[src/rtl/dmht_pkg.sv]
// ============================================================================
// dmht_pkg: shared types and constants of the direct-mapped hash table
// Item layouts, request and status codes, default sizes and divider shape.
// ============================================================================
package dmht_pkg;

    // Fixed field widths of the items
    localparam int KEY_BITS  = 32;
    localparam int VALUE_W   = 32;
    localparam int SIZE_BITS = 11;

    // Defaults for the top-level parameters
    localparam int MAX_SLOTS_DEF  = 1024;
    localparam int VALUE_BITS_DEF = 32;

    // Table size after reset
    localparam logic [SIZE_BITS-1:0] SIZE_RESET = 11'd1024;

    // Sign bit cleared before hashing
    localparam logic [KEY_BITS-1:0] KEY_MAG_MASK = 32'h7FFF_FFFF;

    // Remainder unit: quotient bits retired per cycle and steps per key
    localparam int DIV_DIGIT_BITS = 4;
    localparam int DIV_STEPS      = KEY_BITS / DIV_DIGIT_BITS;

    // Entries in the queue between classifier and slot engine
    localparam int QUEUE_DEPTH = 2;

    // Request kinds
    localparam logic KIND_INSERT = 1'b0;
    localparam logic KIND_LOOKUP = 1'b1;

    // Result status codes
    localparam logic [1:0] ST_INSERTED = 2'd0;
    localparam logic [1:0] ST_REFUSED  = 2'd1;
    localparam logic [1:0] ST_HIT      = 2'd2;
    localparam logic [1:0] ST_MISS     = 2'd3;

    typedef struct packed {
        logic                       kind;
        logic signed [KEY_BITS-1:0] key;
        logic [VALUE_W-1:0]         entry_value;
    } in_item_t;

    typedef struct packed {
        logic [1:0]           status;
        logic [VALUE_W-1:0]   read_value;
        logic [SIZE_BITS-1:0] stored_count;
    } out_item_t;

endpackage

[src/rtl/dmht_queue.sv]
// ============================================================================
// dmht_queue: short FIFO between classifier and slot engine
// Register-based, QUEUE_DEPTH entries, full and empty flags.
// ============================================================================
module dmht_queue #(
    parameter int WIDTH = 8
) (
    input  logic             clk,
    input  logic             rst_n,
    input  logic             push,
    input  logic [WIDTH-1:0] push_data,
    output logic             full,
    input  logic             pop,
    output logic [WIDTH-1:0] pop_data,
    output logic             empty
);
    import dmht_pkg::*;

    localparam int PTR_BITS = (QUEUE_DEPTH > 1) ? $clog2(QUEUE_DEPTH) : 1;
    localparam int CNT_BITS = $clog2(QUEUE_DEPTH + 1);

    logic [WIDTH-1:0]    entries_reg [QUEUE_DEPTH];
    logic [PTR_BITS-1:0] wr_ptr_reg, wr_ptr_next;
    logic [PTR_BITS-1:0] rd_ptr_reg, rd_ptr_next;
    logic [CNT_BITS-1:0] count_reg, count_next;
    logic                do_push, do_pop;

    assign full     = (count_reg == CNT_BITS'(QUEUE_DEPTH));
    assign empty    = (count_reg == '0);
    assign do_push  = push && !full;
    assign do_pop   = pop && !empty;
    assign pop_data = entries_reg[rd_ptr_reg];

    always_comb
    begin
        wr_ptr_next = wr_ptr_reg;
        rd_ptr_next = rd_ptr_reg;
        count_next  = count_reg;
        if (do_push)
        begin
            wr_ptr_next = (wr_ptr_reg == PTR_BITS'(QUEUE_DEPTH - 1)) ? '0 : wr_ptr_reg + 1'b1;
        end
        if (do_pop)
        begin
            rd_ptr_next = (rd_ptr_reg == PTR_BITS'(QUEUE_DEPTH - 1)) ? '0 : rd_ptr_reg + 1'b1;
        end
        if (do_push && !do_pop)
        begin
            count_next = count_reg + 1'b1;
        end
        else if (do_pop && !do_push)
        begin
            count_next = count_reg - 1'b1;
        end
    end

    always_ff @(posedge clk or negedge rst_n)
    begin
        if (!rst_n)
        begin
            wr_ptr_reg <= '0;
            rd_ptr_reg <= '0;
            count_reg  <= '0;
        end
        else
        begin
            wr_ptr_reg <= wr_ptr_next;
            rd_ptr_reg <= rd_ptr_next;
            count_reg  <= count_next;
        end
    end

    // Payload storage, no reset
    always_ff @(posedge clk)
    begin
        if (do_push)
        begin
            entries_reg[wr_ptr_reg] <= push_data;
        end
    end

endmodule

[config.mk]
export PLATFORM = sky130hd
export DESIGN_NAME = dmht_queue
export DESIGN_NICKNAME = d
export VERILOG_FILES = /design/src/rtl/dmht_pkg.sv /design/src/rtl/dmht_queue.sv
export SDC_FILE = /design/constraint.sdc
export NUM_CORES = 1
export LEC_CHECK = 0
export ABC_CLOCK_PERIOD_IN_PS = 1800
export BUFFER_PORTS_ARGS = -buffer_cell sky130_fd_sc_hd__buf_2
export CAP_MARGIN = 20
export CORE_MARGIN = 3
export CORE_UTILIZATION = 40
export DETAILED_ROUTE_END_ITERATION = 7
export PLACE_DENSITY_LB_ADDON = 0.25
export SETUP_SLACK_MARGIN = 0.2
export SYNTH_ARGS = -nofsm -noshare
export SYNTH_HDL_FRONTEND = slang
export SYNTH_SLANG_ARGS = --single-unit
export TNS_END_PERCENT = 10
[constraint.sdc]
create_clock -name clk -period 1.8 [get_ports clk]
set_input_delay 0.36 -clock clk [delete_from_list [all_inputs] [get_ports clk]]
set_output_delay 0.36 -clock clk [all_outputs]
set_load 0.03 [all_outputs]
==> results of run 1 <==
## cells by family (layout without fill, tap and decap cells)
kind of cell             count (synthesis)  after routing
adder cells (fa/ha/maj)                  1              1
XOR/XNOR                                 5              5
buffers and inverters                    3             32
multiplexers                             8              8
AND/OR/NAND/NOR                          6              6
AO/OA/AOI/OAI                            1              1
flip-flops                              20             20
## synth_stat cells, drive strengths merged
library cell,count
dfrtp,4
and3,1
buf,1
o21ai,1
nor2,3
edfxtp,16
ha,1
nand2b,1
xor2,2
inv,2
nand2,1
xnor2,3
mux2,8
## worst reg2reg max path: cells and delay by family, from the launching register on
family,cells,cell delay (ns)
xor+xnor,1,0.15
flops,1,0.44
buf+inv,1,0.05
fa+ha+maj,1,0.30
simple gates,3,0.46
## through the flow
stage / area (um2) / utilization [%]
after floorplan: 782 / -
after global placement: 928 / 52.1
after detailed placement: 928 / 52.1
after CTS: 1060 / 59.5
after global routing: 1060 / 59.5
final: 1060 / 59.5
## metal layers
layer / part of all wire (%) / vias up / GRT usage (%)
met1: 42 / 210 / 12.9
met4: 0 / 0 / 5.53
met3: 6.7 / 0 / 3.26
met2: 51 / 12 / 18.3
li1: - / 217 / -
met5: 0 / - / 0
## worst paths after layout
kind	start	to	slack [ns]	cells past startpoint
setup / recovery	rd_ptr_reg	pop_data[1]	0.14	3
hold / removal	push_data[1]	entries_reg[0][1]	0.25	1
setup reg to reg	count_reg[0]	count_reg[1]	0.33	6
hold reg to reg	count_reg[1]	count_reg[1]	0.54	1
max in group asynchronous	rst_n	rd_ptr_reg	1.27	2
min in group asynchronous	rst_n	wr_ptr_reg	0.39	2
## report_power, final
part / internal [uW] / switching [uW] / leakage (uW)
sequential: 649 / 74.3 / 0.000194
combinational: 452 / 470 / 0.000248
clock: 86.1 / 127 / 0.0000150
total: 1190 / 671 / 0.000457
## area by class of cell
class                      instances  area share (%)
tap                               25            2.95
inverter                           2           0.708
clock buffer                       4            2.48
multi-input combinational         21            19.9
sequential                        20            54.8
timing repair buffer              26            19.1
## repair_timing
item	CTS	global route
setup buffers	2	0
hold buffers	1	0
endpoints found under the hold margin	4	0
resized for setup	26	0
endpoints found under the setup margin	8	10
==> impl_metrics.env, run 1 <==
export IMPL_synth_warning_count=0
export IMPL_postRouteAntennaNets=0
export IMPL_layout_common_cells="edfxtp_1 (16), buf_2 (13), buf_6 (10), mux2_4 (6)"
export IMPL_synth_compound_area_share_pct=0.640
export IMPL_outcome="finished, final reports clean"
export IMPL_critical_path_arrival_ns=1.30
export IMPL_synthMuxAreaShare_pct=11.5
export IMPL_synth_top_cell_by_area="edfxtp_1"
export IMPL_slew_headroom_pct=76.0
export IMPL_drv_slew=0
export IMPL_synth_top_area_share_pct=61.4
export IMPL_final_common_cell="edfxtp_1"
export IMPL_dieWidth_um=50.2
export IMPL_fin_crit_sh_pct=92.1
export IMPL_vdd_ir_drop_max_uv=859
export IMPL_cts_root_buf="clkbuf_4"
export IMPL_wl_per_cell_um=13.0
export IMPL_cpMaxStageDelayCell="dfrtp_2"
export IMPL_wirelength_mm=1.27
export IMPL_multi_input_area_um2=211
export IMPL_io_buffers=21
export IMPL_leakage_uw=0.000457
export IMPL_largest_reg_flops=16
export IMPL_syn_area_per_cell_um2=17.8
export IMPL_regArea_um2=582
export IMPL_cap_violations=0
export IMPL_yosys_area_share_simple_pct=3.84
export IMPL_worst_pin_slew_ns=0.360
export IMPL_max_freq_mhz=603
export IMPL_rows=15
export IMPL_die_y_um=50.2
export IMPL_core_area_um2=1780
export IMPL_initial_core_util_pct=43.9
export IMPL_cpLargestDelayFamily="flip-flops"
export IMPL_synth_top_family_by_area="multiplexers"
export IMPL_h_tree_depth=1
export IMPL_clock_path_buffers=2
export IMPL_cp_num_buf_inv=2
export IMPL_antenna_found_initial=0
export IMPL_synth_distinct_cells=15
export IMPL_hold_viol=0
export IMPL_synthCells=44
export IMPL_power_density_nw_per_um2=1750
export IMPL_crit_path_cell_trace="buf_6, mux2_4, buf_6"
export IMPL_setup_viol=0
export IMPL_hold_ws_ns=0.249
export IMPL_cpMostUsedCell="buf_6"
export IMPL_place_inst=91
export IMPL_clk_pin_slew_ns=0.11
export IMPL_setup_worst_path_end_class="output port"
export IMPL_gr_total_overflow=0
export IMPL_ys_ff_latch=20
export IMPL_synth_fa_ha_area_share_pct=1.60
export IMPL_clock_skew_ns=0.00705
export IMPL_crit_fanout=5
export IMPL_rsz0062_at_grt="true"
export IMPL_cp_required_ns=1.44
export IMPL_drc=0
export IMPL_slowest_delay_ns=0.43
export IMPL_track_usage_pct=11.0
export IMPL_hp_class="primary input to flop"
export IMPL_hpwl_um=886
export IMPL_via_per_inst=4.48
export IMPL_layout_setup_ws_ns=0.142
export IMPL_seq_area_frac_synth_pct=74.2
export IMPL_layoutNonFillerInstCount=98
export IMPL_synthXorXnorAreaFrac_pct=6.56
export IMPL_finalPower_uw=1860
export IMPL_drive_gt1_share_pct=53.4
export IMPL_fp_dieArea_um2=2520
export IMPL_syn_nets=57
export IMPL_cts_sinks=20
export IMPL_place_gp_congestion=0.654
export IMPL_grt_pass1_wl_mm=2.00
export IMPL_period_needed_ns=1.66
export IMPL_area_growth_pct=35.7
export IMPL_fillers=159
export IMPL_clk_latency_ns=0.29
export IMPL_via_count=439
export IMPL_num_io_pins=22
export IMPL_grt_max_degree=12
export IMPL_grt_pass1_vias=454
export IMPL_antenna_cells=0
export IMPL_syn_area_um2=782
export IMPL_drtIter0Drc=3
export IMPL_cts_buffers=3
export IMPL_cts_tree="done"
export IMPL_preCtsSetupSlack_ns=0.314
export IMPL_worst_setup_path_type="flop to output port"
export IMPL_nets=87
export IMPL_setup_tns_ns=0
export IMPL_synthTopCellsByArea="edfxtp_1 (61%), dfrtp_1 (13%), mux2_1 (8.6%)"
export IMPL_start_kind="flop"
export IMPL_dr_pass1_iters=2
Note: power is estimated with default switching activity, not from simulation.
==> run 2: changes to the inputs <==
- PLACE_DENSITY_LB_ADDON: 0.25 -> 0.05
==> run 2 against run 1 <==
Compared with the run above:
- register-to-register slack about the same
- hold slack gained 0.0026 ns
- setup slack got worse by 0.0035 ns
- maximum frequency is 0.21% lower
- non-clock buffer count unchanged
- die area is the same
- combinational power is 0.9% higher
- clock skew shrank 0.0017 ns
- via count rose by 0.91%
- first-iteration DRC count rose by 67%
- power down 0.34%
- global-route usage decreased by 0.28 points
==> impl_metrics.env, run 2 (synthesis results as in run 1) <==
export IMPL_fin_crit_sh_pct=92.3
export IMPL_hold_end="entries_reg[1][7]"
export IMPL_finalPower_uw=1850
export IMPL_antenna_cells=0
export IMPL_cts_sinks=20
export IMPL_dieWidth_um=50.2
export IMPL_reg2reg_setup_slack_ns=0.34
export IMPL_outcome="finished, final reports clean"
export IMPL_initial_core_util_pct=43.9
export IMPL_power_share_clock_pct=10.9
export IMPL_core_area_um2=1780
export IMPL_cts_buffers=3
export IMPL_switchingPower_uw=664
export IMPL_hold_viol=0
export IMPL_vdd_ir_drop_max_uv=824
export IMPL_rows=15
export IMPL_drv_slew=0
export IMPL_min_from="push_data[7]"
export IMPL_setup_tns_ns=0
export IMPL_clk_latency_ns=0.29
export IMPL_cap_violations=0
export IMPL_start_kind="flop"
export IMPL_clock_path_buffers=2
export IMPL_gr_total_overflow=0
export IMPL_worst_pin_slew_ns=0.384
export IMPL_nets=87
export IMPL_max_freq_mhz=602
export IMPL_dr_pass1_iters=4
export IMPL_hpwl_um=773
export IMPL_via_per_inst=4.52
export IMPL_grt_max_degree=12
export IMPL_p_int_uw=1190
export IMPL_rsz0062_at_grt="true"
export IMPL_fp_dieArea_um2=2520
export IMPL_num_io_pins=22
export IMPL_timing_rr_start="count_reg[0]"
export IMPL_period_needed_ns=1.66
export IMPL_slew_headroom_pct=74.4
export IMPL_io_buffers=21
export IMPL_clock_skew_ns=0.00537
export IMPL_die_y_um=50.2
export IMPL_layout_common_cells="edfxtp_1 (16), buf_2 (13), buf_6 (10), mux2_4 (7)"
export IMPL_wirelength_mm=1.18
export IMPL_final_common_cell="edfxtp_1"
export IMPL_worst_setup_path_type="flop to output port"
export IMPL_area_growth_pct=36.2
export IMPL_track_usage_pct=10.8
export IMPL_antenna_found_initial=0
export IMPL_wl_per_cell_um=12.1
export IMPL_reg2reg_depth=6
export IMPL_p_sw_share_pct=35.8
export IMPL_cts_root_buf="clkbuf_4"
export IMPL_leakage_uw=0.000462
export IMPL_reg2reg_to="count_reg[1]"
export IMPL_place_gp_congestion=0.718
export IMPL_setup_worst_path_end_class="output port"
export IMPL_hold_ws_ns=0.252
export IMPL_critical_path_arrival_ns=1.30
export IMPL_cp_required_ns=1.44
export IMPL_seq_power_share_pct=39.0
export IMPL_clk_pin_slew_ns=0.10
export IMPL_drtIter0Drc=5
export IMPL_holdPathStages=1
export IMPL_cts_tree="done"
export IMPL_via_count=443
export IMPL_hp_class="primary input to flop"
export IMPL_drive_gt1_share_pct=53.4
export IMPL_postRouteAntennaNets=0
export IMPL_grt_pass1_wl_mm=1.92
export IMPL_fillers=145
export IMPL_combPwrFrac_pct=50.2
export IMPL_grt_pass1_vias=436
export IMPL_h_tree_depth=1
export IMPL_setup_viol=0
export IMPL_drc=0
export IMPL_crit_fanout=5
export IMPL_power_density_nw_per_um2=1740
export IMPL_largest_reg_flops=16
run 2: per-layer routing:
layer,GRT usage [%],share of wire (%)
met4,4.15,0
met5,0,0
met2,19.6,55
met3,2.67,3.8
met1,11.9,41
run 2: metrics by stage:
step / setup slack (ns) / utilization (%) / cells / cell area (um2)
finish: 0.138 / 59.7 / 98 / 1060
detailed placement: 0.323 / 52.1 / 91 / 928
floorplan: 0.408 / - / 44 / 782
CTS: 0.135 / 59.5 / 98 / 1060
global placement: 0.342 / 52.1 / 91 / 928
global route: 0.0918 / 59.7 / 98 / 1060
run 2: worst max path at each step:
| stage | from | cells past startpoint | slack, ns | to |
|---|---|---|---|---|
| after detailed placement | rd_ptr_reg | 2 | 0.32 | pop_data[2] |
| after CTS | rd_ptr_reg | 3 | 0.13 | pop_data[2] |
| after global routing | rd_ptr_reg | 3 | 0.09 | pop_data[7] |
| after global placement | rd_ptr_reg | 2 | 0.34 | pop_data[4] |
| after floorplan | count_reg[0] | 3 | 0.41 | entries_reg[0][0] |
| final | rd_ptr_reg | 3 | 0.14 | pop_data[6] |
run 2: layout make-up:
cell class,count,area [um2],area share [%]
tap,25,31.3,2.94
sequential,20,582,54.6
clock buffer,3,22.5,2.12
timing repair buffer,26,203,19.0
multi-input combinational,21,215,20.2
clock inverter,1,3.75,0.353
inverter,2,7.51,0.705
run 2: repair_timing:
action / 4_1_cts / 5_1_grt
endpoints found under the setup margin: 8 / 9
hold buffers: 1 / 0
buffers inserted: 2 / 0
gates resized for setup: 26 / 1
endpoints found under the hold margin: 4 / 0
run 2: worst max-delay path: stages, from the launching register on:
cell and delay (ns):
dfrtp_2 0.43, buf_6 0.14, mux2_4 0.30, buf_6 0.14
run 2: power groups by stage:
stage	Clock (uW)	Combinational, uW	Sequential [uW]
final	201	929	721
after CTS	211	924	720
after global routing	227	996	739
after detailed placement	0	650	757
after floorplan	0	526	705
after global placement	0	651	756
==> run 3: changes to the inputs <==
- CORE_UTILIZATION: 40 -> 48
==> run 3 against run 2 <==
Compared with the run above:
- critical endpoint is now pop_data[7]
- clock power rose by 23%
- non-clock buffer count is 1 higher
- die area fell by 15%
- cell count shrank 9.2%
==> impl_metrics.env, run 3 (synthesis results as in run 1) <==
export IMPL_preCtsSetupSlack_ns=0.304
export IMPL_setup_worst_path_end_class="output port"
export IMPL_max_freq_mhz=596
export IMPL_start_kind="flop"
export IMPL_postRouteAntennaNets=0
export IMPL_cts_sinks=20
export IMPL_drtIter0Drc=8
export IMPL_gr_total_overflow=0
export IMPL_drc=0
export IMPL_grt_max_degree=12
export IMPL_wirelength_mm=1.29
export IMPL_via_count=437
export IMPL_slew_headroom_pct=73.8
export IMPL_dr_pass1_iters=4
export IMPL_crit_fanout=3
export IMPL_clock_skew_ns=0.00397
export IMPL_area_growth_pct=37.8
export IMPL_dieWidth_um=46.4
export IMPL_via_per_inst=4.91
export IMPL_cts_buffers=3
export IMPL_num_io_pins=22
export IMPL_cpMostUsedCell="buf_6"
export IMPL_place_inst=80
export IMPL_cpMaxStageDelayCell="dfrtp_2"
export IMPL_hpwl_um=896
export IMPL_largest_reg_flops=16
export IMPL_rsz0062_at_grt="true"
export IMPL_vdd_ir_drop_max_uv=1290
export IMPL_worst_setup_path_type="flop to output port"
export IMPL_utilization_pct=76.1
export IMPL_core_area_um2=1420
export IMPL_place_gp_congestion=0.626
export IMPL_final_common_cell="edfxtp_1"
export IMPL_antenna_cells=0
export IMPL_hp_class="primary input to flop"
export IMPL_layout_common_cells="edfxtp_1 (16), buf_2 (13), buf_6 (11), mux2_4 (8)"
export IMPL_nets=88
export IMPL_clock_path_buffers=2
export IMPL_crit_path_cell_trace="buf_6, mux2_4, buf_6"
export IMPL_layoutNonFillerInstCount=89
export IMPL_setup_tns_ns=0
export IMPL_cts_tree="done"
export IMPL_clk_latency_ns=0.29
export IMPL_fp_dieArea_um2=2150
export IMPL_outcome="finished, final reports clean"
export IMPL_antenna_found_initial=0
export IMPL_hold_viol=0
export IMPL_period_needed_ns=1.68
export IMPL_drive_gt1_share_pct=55.4
export IMPL_grt_pass1_vias=465
export IMPL_io_buffers=21
export IMPL_grt_pass1_wl_mm=1.99
export IMPL_finalPower_uw=1940
export IMPL_wl_per_cell_um=14.5
export IMPL_leakage_uw=0.000477
export IMPL_setup_viol=0
export IMPL_drv_slew=0
export IMPL_cp_required_ns=1.44
export IMPL_slowest_delay_ns=0.45
export IMPL_die_y_um=46.4
export IMPL_clk_pin_slew_ns=0.11
export IMPL_worst_pin_slew_ns=0.393
export IMPL_h_tree_depth=1
export IMPL_critical_path_arrival_ns=1.32
export IMPL_fin_crit_sh_pct=93.2
export IMPL_initial_core_util_pct=55.3
export IMPL_track_usage_pct=13.5
export IMPL_layout_setup_ws_ns=0.123
export IMPL_cap_violations=0
export IMPL_power_density_nw_per_um2=1800
export IMPL_cts_root_buf="clkbuf_4"
export IMPL_rows=13
run 3: critical path: cells and delay by family (launching register included):
family	cells	cell delay [ns]
flip-flops	1	0.45
multiplexers	1	0.30
buffers and inverters	2	0.28
run 3: layer usage:
| metal | share of wire (%) | track usage, % | routed length, um | vias to the layer above |
|---|---|---|---|---|
| met4 | 0 | 3.41 | 0 | 0 |
| met3 | 6.1 | 4.30 | 79 | 0 |
| li1 | - | - | - | 218 |
| met5 | 0 | 0 | 0 | - |
| met2 | 53 | 25.0 | 677 | 13 |
| met1 | 41 | 14.5 | 530 | 206 |
run 3: power breakdown:
group          leakage [uW]  internal, uW  switching [uW]
logic              0.000262           488             473
clock network     0.0000210           123             125
registers          0.000194           650            81.7
run 3: cell type report:
type / instances / area, um2
multi-input cells: 21 / 219
fillers: 101 / 338
repair buffers: 27 / 214
flip-flops and latches: 20 / 582
clock buffers: 4 / 36.3
well taps: 15 / 18.8
inverters: 2 / 7.51
run 3: through the flow:
| step | area [um2] | hold slack (ns) |
|---|---|---|
| 5_1_grt | 1080 | 0.239 |
| 3_5_place_dp | 908 | 0.174 |
| 3_3_place_gp | 908 | 0.166 |
| 2_1_floorplan | 782 | 0.0644 |
| 4_1_cts | 1070 | 0.247 |
| 6_report | 1080 | 0.252 |
run 3: what timing repair did:
| action | CTS | global route |
|---|---|---|
| hold buffers | 1 | 0 |
| buffers inserted | 4 | 0 |
| endpoints found under the setup margin | 8 | 14 |
| gates resized for setup | 27 | 2 |
| hold endpoints to repair | 4 | 0 |
run 3: worst paths after layout:
path | depth (start not counted) | startpoint | slack, ns | endpoint
worst max-delay path | 3 | rd_ptr_reg | 0.12 | pop_data[7]
min in group asynchronous | 2 | rst_n | 0.39 | rd_ptr_reg
worst max register to register | 4 | count_reg[0] | 0.31 | entries_reg[0][3]
max in group asynchronous | 2 | rst_n | 1.28 | rd_ptr_reg
worst min register to register | 1 | wr_ptr_reg | 0.53 | wr_ptr_reg
worst min-delay path | 1 | push_data[2] | 0.25 | entries_reg[0][2]
