`config.mk`:
```
export PLATFORM = sky130hd
export DESIGN_NAME = dmht_front
export DESIGN_NICKNAME = d
export VERILOG_FILES = /design/src/rtl/dmht_pkg.sv /design/src/rtl/dmht_front.sv
export SDC_FILE = /design/constraint.sdc
export NUM_CORES = 1
export LEC_CHECK = 0
export ABC_AREA = 1
export BUFFER_PORTS_ARGS = -buffer_cell sky130_fd_sc_hd__buf_2
export CAP_MARGIN = 0
export CORE_UTILIZATION = 50
export DETAILED_ROUTE_END_ITERATION = 16
export PLACE_DENSITY = 0.74
export REMOVE_ABC_BUFFERS = 1
export SYNTH_ARGS = -nofsm -noshare
export SYNTH_HDL_FRONTEND = slang
export SYNTH_SLANG_ARGS = --single-unit
```
`constraint.sdc`:
```
create_clock -name clk -period 17.76 [get_ports clk]
set_input_delay 3.552 -clock clk [delete_from_list [all_inputs] [get_ports clk]]
set_output_delay 3.552 -clock clk [all_outputs]
set_load 0.01 [all_outputs]
```
`src/rtl/dmht_pkg.sv`:
```
// ============================================================================
// dmht_pkg: shared types and constants of the direct-mapped hash table
// Item layouts, request and status codes, default sizes and divider shape.
// ============================================================================
package dmht_pkg;

    // Fixed field widths of the items
    localparam int KEY_BITS  = 32;
    localparam int VALUE_W   = 32;
    localparam int SIZE_BITS = 11;

    // Defaults for the top-level parameters
    localparam int MAX_SLOTS_DEF  = 1024;
    localparam int VALUE_BITS_DEF = 32;

    // Table size after reset
    localparam logic [SIZE_BITS-1:0] SIZE_RESET = 11'd1024;

    // Sign bit cleared before hashing
    localparam logic [KEY_BITS-1:0] KEY_MAG_MASK = 32'h7FFF_FFFF;

    // Remainder unit: quotient bits retired per cycle and steps per key
    localparam int DIV_DIGIT_BITS = 4;
    localparam int DIV_STEPS      = KEY_BITS / DIV_DIGIT_BITS;

    // Entries in the queue between classifier and slot engine
    localparam int QUEUE_DEPTH = 2;

    // Request kinds
    localparam logic KIND_INSERT = 1'b0;
    localparam logic KIND_LOOKUP = 1'b1;

    // Result status codes
    localparam logic [1:0] ST_INSERTED = 2'd0;
    localparam logic [1:0] ST_REFUSED  = 2'd1;
    localparam logic [1:0] ST_HIT      = 2'd2;
    localparam logic [1:0] ST_MISS     = 2'd3;

    typedef struct packed {
        logic                       kind;
        logic signed [KEY_BITS-1:0] key;
        logic [VALUE_W-1:0]         entry_value;
    } in_item_t;

    typedef struct packed {
        logic [1:0]           status;
        logic [VALUE_W-1:0]   read_value;
        logic [SIZE_BITS-1:0] stored_count;
    } out_item_t;

endpackage

```
`src/rtl/dmht_front.sv`:
```
// ============================================================================
// dmht_front: request classifier
// Accepts an item, reduces the masked key modulo the table size four
// quotient bits a cycle, and pushes kind, slot index and value to the queue.
// ============================================================================
module dmht_front #(
    parameter int MAX_SLOTS = dmht_pkg::MAX_SLOTS_DEF,
    localparam int IDX_BITS   = $clog2(MAX_SLOTS),
    localparam int ENTRY_BITS = 1 + IDX_BITS + dmht_pkg::VALUE_W
) (
    input  logic                           clk,
    input  logic                           rst_n,
    input  logic                           in_valid,
    output logic                           in_stall,
    input  dmht_pkg::in_item_t             in_item,
    input  logic [dmht_pkg::SIZE_BITS-1:0] eff_size,
    input  logic                           clear_busy,
    output logic                           push,
    output logic [ENTRY_BITS-1:0]          push_data,
    input  logic                           q_full
);
    import dmht_pkg::*;

    localparam int STEP_BITS = $clog2(DIV_STEPS);

    typedef enum logic [1:0] {F_IDLE, F_DIV, F_PUSH} fstate_t;

    fstate_t              state_reg, state_next;
    logic [STEP_BITS-1:0] step_reg, step_next;
    logic [KEY_BITS-1:0]  dvd_reg, dvd_next;
    logic [SIZE_BITS-1:0] rem_reg, rem_next;
    logic                 kind_reg, kind_next;
    logic [VALUE_W-1:0]   value_reg, value_next;

    logic [SIZE_BITS:0]   part;
    logic [SIZE_BITS:0]   divisor;
    logic [31:0]          rem_wide;
    logic [IDX_BITS-1:0]  idx;
    logic                 accept;

    assign in_stall = (state_reg != F_IDLE) || clear_busy;
    assign accept   = in_valid && !in_stall;
    assign divisor  = {1'b0, eff_size};

    // Restoring remainder, DIV_DIGIT_BITS quotient bits per cycle
    always_comb
    begin
        part = {1'b0, rem_reg};
        for (int i = 0; i < DIV_DIGIT_BITS; i++)
        begin
            part = {part[SIZE_BITS-1:0], dvd_reg[KEY_BITS-1-i]};
            if (part >= divisor)
            begin
                part = part - divisor;
            end
        end
    end

    assign rem_wide  = {{(32 - SIZE_BITS){1'b0}}, rem_reg};
    assign idx       = rem_wide[IDX_BITS-1:0];
    assign push      = (state_reg == F_PUSH);
    assign push_data = {kind_reg, idx, value_reg};

    always_comb
    begin
        state_next = state_reg;
        step_next  = step_reg;
        dvd_next   = dvd_reg;
        rem_next   = rem_reg;
        kind_next  = kind_reg;
        value_next = value_reg;
        unique case (state_reg)
            F_IDLE:
            begin
                if (accept)
                begin
                    dvd_next   = in_item.key & KEY_MAG_MASK;
                    rem_next   = '0;
                    step_next  = '0;
                    kind_next  = in_item.kind;
                    value_next = in_item.entry_value;
                    state_next = F_DIV;
                end
            end
            F_DIV:
            begin
                rem_next  = part[SIZE_BITS-1:0];
                dvd_next  = dvd_reg << DIV_DIGIT_BITS;
                step_next = step_reg + 1'b1;
                if (step_reg == STEP_BITS'(DIV_STEPS - 1))
                begin
                    state_next = F_PUSH;
                end
            end
            F_PUSH:
            begin
                if (!q_full)
                begin
                    state_next = F_IDLE;
                end
            end
            default:
            begin
                state_next = F_IDLE;
            end
        endcase
    end

    always_ff @(posedge clk or negedge rst_n)
    begin
        if (!rst_n)
        begin
            state_reg <= F_IDLE;
            step_reg  <= '0;
            dvd_reg   <= '0;
            rem_reg   <= '0;
            kind_reg  <= KIND_INSERT;
            value_reg <= '0;
        end
        else
        begin
            state_reg <= state_next;
            step_reg  <= step_next;
            dvd_reg   <= dvd_next;
            rem_reg   <= rem_next;
            kind_reg  <= kind_next;
            value_reg <= value_next;
        end
    end

endmodule

```
==> results of run 1 <==
-- how the worst min path moves through the flow --
stage	cells past startpoint	endpoint	from	slack, ns
floorplan	1	step_reg[0]$_DFFE_PN0P_	step_reg[0]$_DFFE_PN0P_	0.45
global placement	2	value_reg[25]$_DFFE_PN0P_	value_reg[25]$_DFFE_PN0P_	0.46
detailed placement	2	kind_reg$_DFFE_PN0P_	kind_reg$_DFFE_PN0P_	0.46
CTS	2	kind_reg$_DFFE_PN0P_	kind_reg$_DFFE_PN0P_	0.48
global route	2	value_reg[4]$_DFFE_PN0P_	value_reg[4]$_DFFE_PN0P_	0.49
finish	2	value_reg[3]$_DFFE_PN0P_	value_reg[3]$_DFFE_PN0P_	0.48
-- cells by family (layout without fill, tap and decap cells) --
| family | after synthesis | count (layout) | synth area share |
|---|---|---|---|
| AND/OR/NAND/NOR | 466 | 466 | 0.3207 |
| buffers and inverters | 147 | 255 | 0.1007 |
| AO/OA/AOI/OAI | 97 | 97 | 0.09538 |
| flip-flops | 81 | 81 | 0.3316 |
| adder cells (fa/ha/maj) | 50 | 50 | 0.1072 |
| XOR/XNOR | 31 | 31 | 0.04441 |
-- metrics by stage --
| step | instances | utilization | setup WS [ns] | hold WS, ns | area [µm²] |
|---|---|---|---|---|---|
| floorplan | 838 | - | 8.572 | 0.4498 | 5922 |
| detailed placement | 1111 | 0.5642 | 7.102 | 0.4603 | 6749 |
| CTS | 1127 | 0.5905 | 7.407 | 0.4784 | 7063 |
| global route | 1127 | 0.5905 | 6.584 | 0.4897 | 7063 |
| global placement | 1111 | 0.5642 | 7.192 | 0.4575 | 6749 |
| finish | 1127 | 0.5905 | 7.301 | 0.4755 | 7063 |
-- worst max-delay path, delay by kind of cell --
kind	cells	cell delay, ns
simple gates	31	3.91
compound gates	4	0.92
buf+inv	6	0.84
fa+ha+maj	4	1.42
-- cells in the final DEF, fill, tap and decap left out, drive strengths merged --
cell type / count
a21boi: 2
a21oi: 32
a22o: 7
a31oi: 1
and3: 1
buf: 126
bufinv: 1
clkbuf: 10
clkinv: 4
clkinvlp: 1
dfrtp: 81
fa: 4
ha: 46
inv: 113
nand2: 293
nand3: 53
nand4: 14
nor2: 97
nor3: 2
o2111ai: 2
o211ai: 1
o21ai: 19
o21bai: 3
o221ai: 1
o22ai: 27
o31ai: 1
o41ai: 1
or2: 6
xnor2: 13
xor2: 18
-- metal layers --
layer | vias to the layer above | track usage | share of wire
met5 | - | 0 | 0
met4 | 0 | 0.09956 | 0.028
met3 | 33 | 0.05508 | 0.061
met2 | 160 | 0.4370 | 0.46
met1 | 2650 | 0.3375 | 0.45
li1 | 2982 | - | -
-- area by class of cell --
cell class | count | share of cell area
Clock buffer | 10 | 0.03384
Clock inverter | 6 | 0.01063
Inverter | 113 | 0.06005
Multi-Input combinational cell | 644 | 0.4921
Sequential cell | 81 | 0.2870
Tap cell | 147 | 0.02604
Timing Repair Buffer | 126 | 0.09035
==> impl_metrics.ini, run 1 <==
[outcome]
outcome = completed

[worst_hold_path]
hold_class = reg -> reg

[synthesis]
netlist_area_mm2 = 0.006113
ys.flop_type = dfrtp_1
yosysMostFrequentCell = nand2_1
yosysTopAreaCell = dfrtp_1
synth.avg_cell_area_um2 = 7.011
ys_top_cells_by_area = dfrtp_1 (33%), nand2_1 (18%), ha_1 (9.4%), inv_1 (6.6%), nor2_1 (5.6%)
syn_inst = 872
yosysWarnings = 0
synth_top_area_frac = 0.3316
synthArstFlopShare = 1.000
ys_seq_area_frac = 0.3316
synth_common_cells = nand2_1 (286), inv_1 (108), nor2_1 (92), dfrtp_1 (81)
synth_edf_count = 0
ys_ff_latch = 81
ys_types = 39

[timing]
worst_pin_slew_ns = 1.012
final.setup_skew_ns = 0.003433
relSlewSlack = 0.3254
report.final.slew_viol_count = 0
setup_viol = 0
fin_crit_ns = 10.46
hold_viol_final = 0
fin_crit_sh = 0.5889
rsz0062_at_grt = false
fin_tns_setup_ns = 0
max_freq_ghz = 0.09561

[drt]
ant_nets = 0
drtIter0Drc = 390
vias = 5825
viasPerCell = 5.169
wl_per_cell_um = 14.24
first_pass_iters = 5
wl_um = 16050
drc = 0

[die]
core_area_mm2 = 0.01196
die_w_um = 112.6
die_y_um = 112.6
dieArea_mm2 = 0.01267
initial_utilization = 0.5111
rows = 40
pin_count = 126

[critical_path]
r2r-end = rem_reg[3]$_DFFE_PN0P_
required_ns = 17.98
cp-end-kind = flop
worstSetupPathType = in -> reg
crit_path_max_fanout = 19
slowest_stage = nor2_2
reg2reg_slack_ns = 10.30
cp-start-kind = input pin
startpoint = eff_size[1]
crit_path_frequent_cell = nand2_1
r2r-start = dvd_reg[31]$_DFFE_PN0P_
max_stage_delay_ns = 0.41
reg2regPathDepth = 46
cp_data_arrival_time_ns = 10.68
endpoint = rem_reg[3]$_DFFE_PN0P_

[cells_and_area]
drive_above_1_share = 0.1735
syn_to_final_growth_pct = 15.53
nNetsFinal = 1106
multiInputGateArea_mm2 = 0.003476
num_antenna_cells = 0
fillers = 1148
ff_latch_area_mm2 = 0.002027

[global_route]
grt_usage = 0.2632
antenna_found_initial = 0
grt_pass1_vias = 5495
grt_pass1_wl_um = 26190
grt_start_max_net_pins = 82
overflow = 0

[cts]
cts_resized = 0
cts_num_sinks = 81
post_cts_buffers = 0
hold_buffers = 0
htree_levels = 3
clk_latency_ns = 0.33
cts_tree = done
clockRootBuffer = clkbuf_16
clockBufferDepth = 2
numCtsBuffers = 9
clk_pin_slew_ns = 0.06

[placed_design]
io_buffers = 124
dp_hpwl_um = 11670
gp_congestion = 0.9249

[job]
maxCapViolCount = 0
Power of run 1 is left out: the tool's default activity adds up to more than one toggle a clock period on the data nets, which glitch-free logic cannot reach.
==> inputs of run 2 (changes only) <==
--- a/config.mk
+++ b/config.mk
@@ -5,12 +5,12 @@
 export SDC_FILE = /design/constraint.sdc
 export NUM_CORES = 1
 export LEC_CHECK = 0
-export ABC_AREA = 1
+export ABC_AREA = 0
 export BUFFER_PORTS_ARGS = -buffer_cell sky130_fd_sc_hd__buf_2
 export CAP_MARGIN = 0
 export CORE_UTILIZATION = 50
 export DETAILED_ROUTE_END_ITERATION = 16
-export PLACE_DENSITY = 0.74
+export PLACE_DENSITY = 0.77
 export REMOVE_ABC_BUFFERS = 1
 export SYNTH_ARGS = -nofsm -noshare
 export SYNTH_HDL_FRONTEND = slang
==> constraint.sdc (replaced) <==
create_clock -name clk -period 9.03 [get_ports clk]
set_input_delay 1.806 -clock clk [delete_from_list [all_inputs] [get_ports clk]]
set_output_delay 1.806 -clock clk [all_outputs]
set_load 0.01 [all_outputs]
==> impl_metrics.ini, run 2 <==
[timing]
worst_pin_slew_ns = 1.127
final.setup_skew_ns = 0.007431
report.final.slew_viol_count = 0
setup_viol = 0
whs_ns = 0.4663
hold_viol_final = 0
fin_crit_sh = 0.9884
max_freq_ghz = 0.1120
fin_crit_ns = 8.925
relSlewSlack = 0.2462
rsz0062_at_grt = true
final.setup.worst_slack_ns = 0.1051

[synthesis]
synth_common_cells = nand2_1 (141), dfrtp_1 (81), nor2_1 (72), ha_1 (46), a21oi_1 (33)
ys_ff_latch = 81
ys_seq_area_frac = 0.3583
synthArstFlopShare = 1.000
yosysWarnings = 0
netlist_area_mm2 = 0.005657
ys.flop_type = dfrtp_1
synth_top_area_frac = 0.3583
ys_types = 56
yosysMostFrequentCell = nand2_1
synth_edf_count = 0
yosysTopAreaCell = dfrtp_1
synth.avg_cell_area_um2 = 8.494
syn_inst = 666
ys_top_cells_by_area = dfrtp_1 (36%), ha_1 (10%), nand2_1 (9.4%), nor2_1 (4.8%), o22ai_1 (3.1%)

[cells_and_area]
mostFrequentLayoutCell = buf_4
multiInputGateArea_mm2 = 0.003779
final_cell_mix = buf_4 (145), nand2_1 (138), buf_2 (122), dfrtp_1 (81), nor2_1 (70)
drive_above_1_share = 0.4041
ff_latch_area_mm2 = 0.002027
num_antenna_cells = 0
fillers = 744
syn_to_final_growth_pct = 43.99
nNetsFinal = 1044

[placed_design]
dp_hpwl_um = 12010
io_buffers = 124
pre_cts_ws_ns = -0.9720
gp_congestion = 0.9957

[global_route]
antenna_found_initial = 0
grt_usage = 0.2909
grt_start_max_net_pins = 82
grt_pass1_vias = 5911
grt_pass1_wl_um = 26420
overflow = 0

[drt]
wl_um = 18200
drtIter0Drc = 351
wl_per_cell_um = 17.20
vias = 5973
ant_nets = 0
drc = 0
first_pass_iters = 5
viasPerCell = 5.646

[die]
dieArea_mm2 = 0.01174
initial_utilization = 0.5173
pin_count = 126
die_y_um = 108.4
core_area_mm2 = 0.01094
rows = 38
die_w_um = 108.4

[critical_path]
crit_path_max_fanout = 6
cp-end-kind = flop
cp-start-kind = input pin
max_stage_delay_ns = 0.49
path_delay_family = compound AO/OA/AOI/OAI gates
slowest_stage = nor4b_1
worstSetupPathType = in -> reg
cp_data_arrival_time_ns = 9.19
required_ns = 9.30
path_buf_inv = 7

[cts]
clk_pin_slew_ns = 0.06
clockRootBuffer = clkbuf_16
hold_buffers = 0
cts_num_sinks = 81
numCtsBuffers = 9
clockBufferDepth = 2
htree_levels = 3
clk_latency_ns = 0.34
cts_tree = done

[job]
maxCapViolCount = 0

[worst_hold_path]
hold_class = reg -> reg

[outcome]
outcome = completed
run 2: changes by cell type in the layout (fill, tap and decap cells not counted), sizes merged, moves of 7 or more:
cell,before,now
nor2,97,72
buf,126,274
nand2,293,141
nand3,53,14
a21o,0,12
mux2i,0,12
mux2,0,18
nand4,14,7
inv,113,29
run 2: worst paths after layout:
path                                                start                   endpoint  slack [ns]  depth (start not counted)
worst max-delay path                          eff_size[8]     rem_reg[7]$_DFFE_PN0P_        0.11                         39
worst min-delay path            value_reg[19]$_DFFE_PN0P_  value_reg[19]$_DFFE_PN0P_        0.47                          2
worst max register to register    dvd_reg[31]$_DFFE_PN0P_     rem_reg[7]$_DFFE_PN0P_        1.16                         37
worst min register to register  value_reg[19]$_DFFE_PN0P_  value_reg[19]$_DFFE_PN0P_        0.47                          2
max in group asynchronous                           rst_n     rem_reg[3]$_DFFE_PN0P_        6.76                          1
min in group asynchronous                           rst_n     dvd_reg[0]$_DFFE_PN0P_        1.65                          1
run 2: layout make-up:
class	instances	share of cell area
clock buffer	11	0.02980
clock inverter	5	0.003840
inverter	29	0.01336
multi-input combinational	518	0.4639
sequential	81	0.2488
tap	140	0.02151
timing repair buffer	274	0.2187
run 2: kinds of logic after synthesis:
family | share of synthesized area
fa+ha+maj | 0.1159
flops | 0.3583
simple gates | 0.2084
xor+xnor | 0.04800
compound gates | 0.1522
mux | 0.06260
buf+inv | 0.05463
run 2: per-stage QoR:
stage	cell area (µm²)	util	TNS, ns	instances
after floorplan	5456	-	-7.684	628
final	8145	0.7449	0	1058
after global placement	7128	0.6518	-7.983	1008
after detailed placement	7128	0.6518	-9.941	1008
after CTS	7689	0.7031	0	1050
after global routing	8145	0.7449	-1.828	1058
run 2: worst min-delay path: stages (launching register included):
cell and delay, ns:
dfrtp_1 0.33, nand2_1 0.05, nand2_1 0.05
run 2: what timing repair did:
| item | in CTS | in global routing |
|---|---|---|
| endpoints found under the hold margin | 0 | 0 |
| resized for setup | 20 | 69 |
| setup buffers | 26 | 9 |
| cloned | 0 | 0 |
| endpoints found under the setup margin | 11 | 11 |
| pin swaps | 10 | 30 |
run 2: layer usage:
metal / GRT usage / part of all wire / up-vias / wire length [µm]
li1: - / - / 2793 / -
met1: 0.3326 / 0.39 / 2860 / 7086
met2: 0.5059 / 0.51 / 253 / 9237
met3: 0.06209 / 0.059 / 67 / 1071
met4: 0.1593 / 0.044 / 0 / 804
met5: 0 / 0 / - / 0
Power of run 2 is left out for the same reason.
==> inputs of run 3 (changes only) <==
--- a/config.mk
+++ b/config.mk
@@ -8,9 +8,9 @@
 export ABC_AREA = 0
 export BUFFER_PORTS_ARGS = -buffer_cell sky130_fd_sc_hd__buf_2
 export CAP_MARGIN = 0
-export CORE_UTILIZATION = 50
+export CORE_UTILIZATION = 45
 export DETAILED_ROUTE_END_ITERATION = 16
-export PLACE_DENSITY = 0.77
+export PLACE_DENSITY = 0.71
 export REMOVE_ABC_BUFFERS = 1
 export SYNTH_ARGS = -nofsm -noshare
 export SYNTH_HDL_FRONTEND = slang
==> impl_metrics.ini, run 3 (synthesis results as in run 2) <==
[critical_path]
required_ns = 9.28
reg2reg_slack_ns = 1.16
cp-end-kind = flop
cp_data_arrival_time_ns = 9.18
r2r-start = dvd_reg[31]$_DFFE_PN0P_
worstSetupPathType = in -> reg
crit_path_max_fanout = 6
max_stage_delay_ns = 0.51
startpoint = eff_size[9]
cp-start-kind = input pin
slowest_stage = or4b_1

[cts]
clockRootBuffer = clkbuf_16
clockBufferDepth = 2
htree_levels = 3
cts_tree = done
numCtsBuffers = 9
clk_latency_ns = 0.33
cts_num_sinks = 81
clk_pin_slew_ns = 0.06
hold_buffers = 0

[global_route]
grt_start_max_net_pins = 82
antenna_found_initial = 0
grt_usage = 0.2576
overflow = 0
grt_pass1_wl_um = 26670
grt_pass1_vias = 5797

[outcome]
outcome = completed

[die]
die_w_um = 114.1
core_area_mm2 = 0.01211
die_y_um = 114.1
dieArea_mm2 = 0.01302
initial_utilization = 0.4670
pin_count = 126
rows = 40

[cells_and_area]
num_antenna_cells = 0
drive_above_1_share = 0.3972
fillers = 951
nNetsFinal = 1050
design_area_mm2 = 0.008188
syn_to_final_growth_pct = 44.75
mostFrequentLayoutCell = buf_4
layout.cells.non_filler = 1092
final_cell_mix = buf_4 (152), nand2_1 (138), buf_2 (122), dfrtp_1 (81), nor2_1 (71)

[drt]
drtIter0Drc = 354
wl_per_cell_um = 15.56
viasPerCell = 5.420
first_pass_iters = 5
wl_um = 16990
vias = 5919
ant_nets = 0
drc = 0

[timing]
worst_pin_slew_ns = 1.079
relSlewSlack = 0.2781
whs_ns = 0.4673
fin_crit_ns = 8.931
report.final.slew_viol_count = 0
rsz0062_at_grt = true
max_freq_ghz = 0.1120
final.setup_skew_ns = 0.004422
fin_crit_sh = 0.9891
hold_viol_final = 0
setup_viol = 0

[placed_design]
dp_hpwl_um = 12130
gp_congestion = 0.9213
io_buffers = 124
place_inst = 1047
place_area_mm2 = 0.007246

[worst_hold_path]
min_from = value_reg[28]$_DFFE_PN0P_
hold_class = reg -> reg

[job]
maxCapViolCount = 0
[run 3: cell types whose count changed in the layout (fill, tap and decap cells not counted), moves of 3 or more]
| cell | change |
|---|---|
| buf_4 | +7 |
| ha_4 | -3 |
| inv_2 | -3 |
| ha_1 | +4 |
| inv_1 | +3 |
| o21ai_1 | +3 |
| mux2_4 | +3 |
| a21oi_1 | +4 |
[run 3: worst paths after layout]
path                                             end  cells after the start
min reg2reg                value_reg[28]$_DFFE_PN0P_                      2
max reg2reg                   rem_reg[8]$_DFFE_PN0P_                     35
max in group asynchronous     rem_reg[3]$_DFFE_PN0P_                      1
min in group asynchronous     dvd_reg[2]$_DFFE_PN0P_                      1
max                           rem_reg[8]$_DFFE_PN0P_                     37
min                        value_reg[28]$_DFFE_PN0P_                      2
[run 3: layout make-up]
type,count,area [µm²],share of cell area
multi-input cells,518,3722,0.4546
flip-flops and latches,81,2027,0.2476
well taps,168,210.2,0.02567
clock inverters,4,26.28,0.003209
clock buffers,12,266.5,0.03255
inverters,29,108.9,0.01329
repair buffers,280,1827,0.2231
[run 3: metrics by stage]
stage	setup TNS (ns)	setup WS, ns	util
final	0	0.09877	0.6760
after global placement	-9.588	-0.9194	0.5982
after floorplan	-7.684	-0.8361	-
after CTS	0	0.002111	0.6412
after detailed placement	-11.59	-1.117	0.5982
after global routing	-1.949	-0.2505	0.6760
[run 3: worst max-delay path, delay by kind of cell]
kind            cells  cell delay, ns
compound gates     15            2.81
fa+ha+maj           4            1.01
buf+inv             5            0.67
mux                 4            1.03
simple gates        9            1.84
[run 3: repair_timing]
| action | 4_1_cts | 5_1_grt |
|---|---|---|
| setup endpoints to repair | 11 | 11 |
| gates resized for setup | 28 | 54 |
| pin swaps | 8 | 20 |
| setup buffers | 14 | 15 |
[run 3: routing by layer]
layer	routed length (µm)	part of all wire	vias up	global-route usage
met5	0	0	-	0
met4	460	0.027	0	0.1152
met3	940	0.055	37	0.04711
met2	8431	0.50	216	0.4493
met1	7156	0.42	2859	0.3100
li1	-	-	2807	-
Power of run 3 is left out for the same reason.
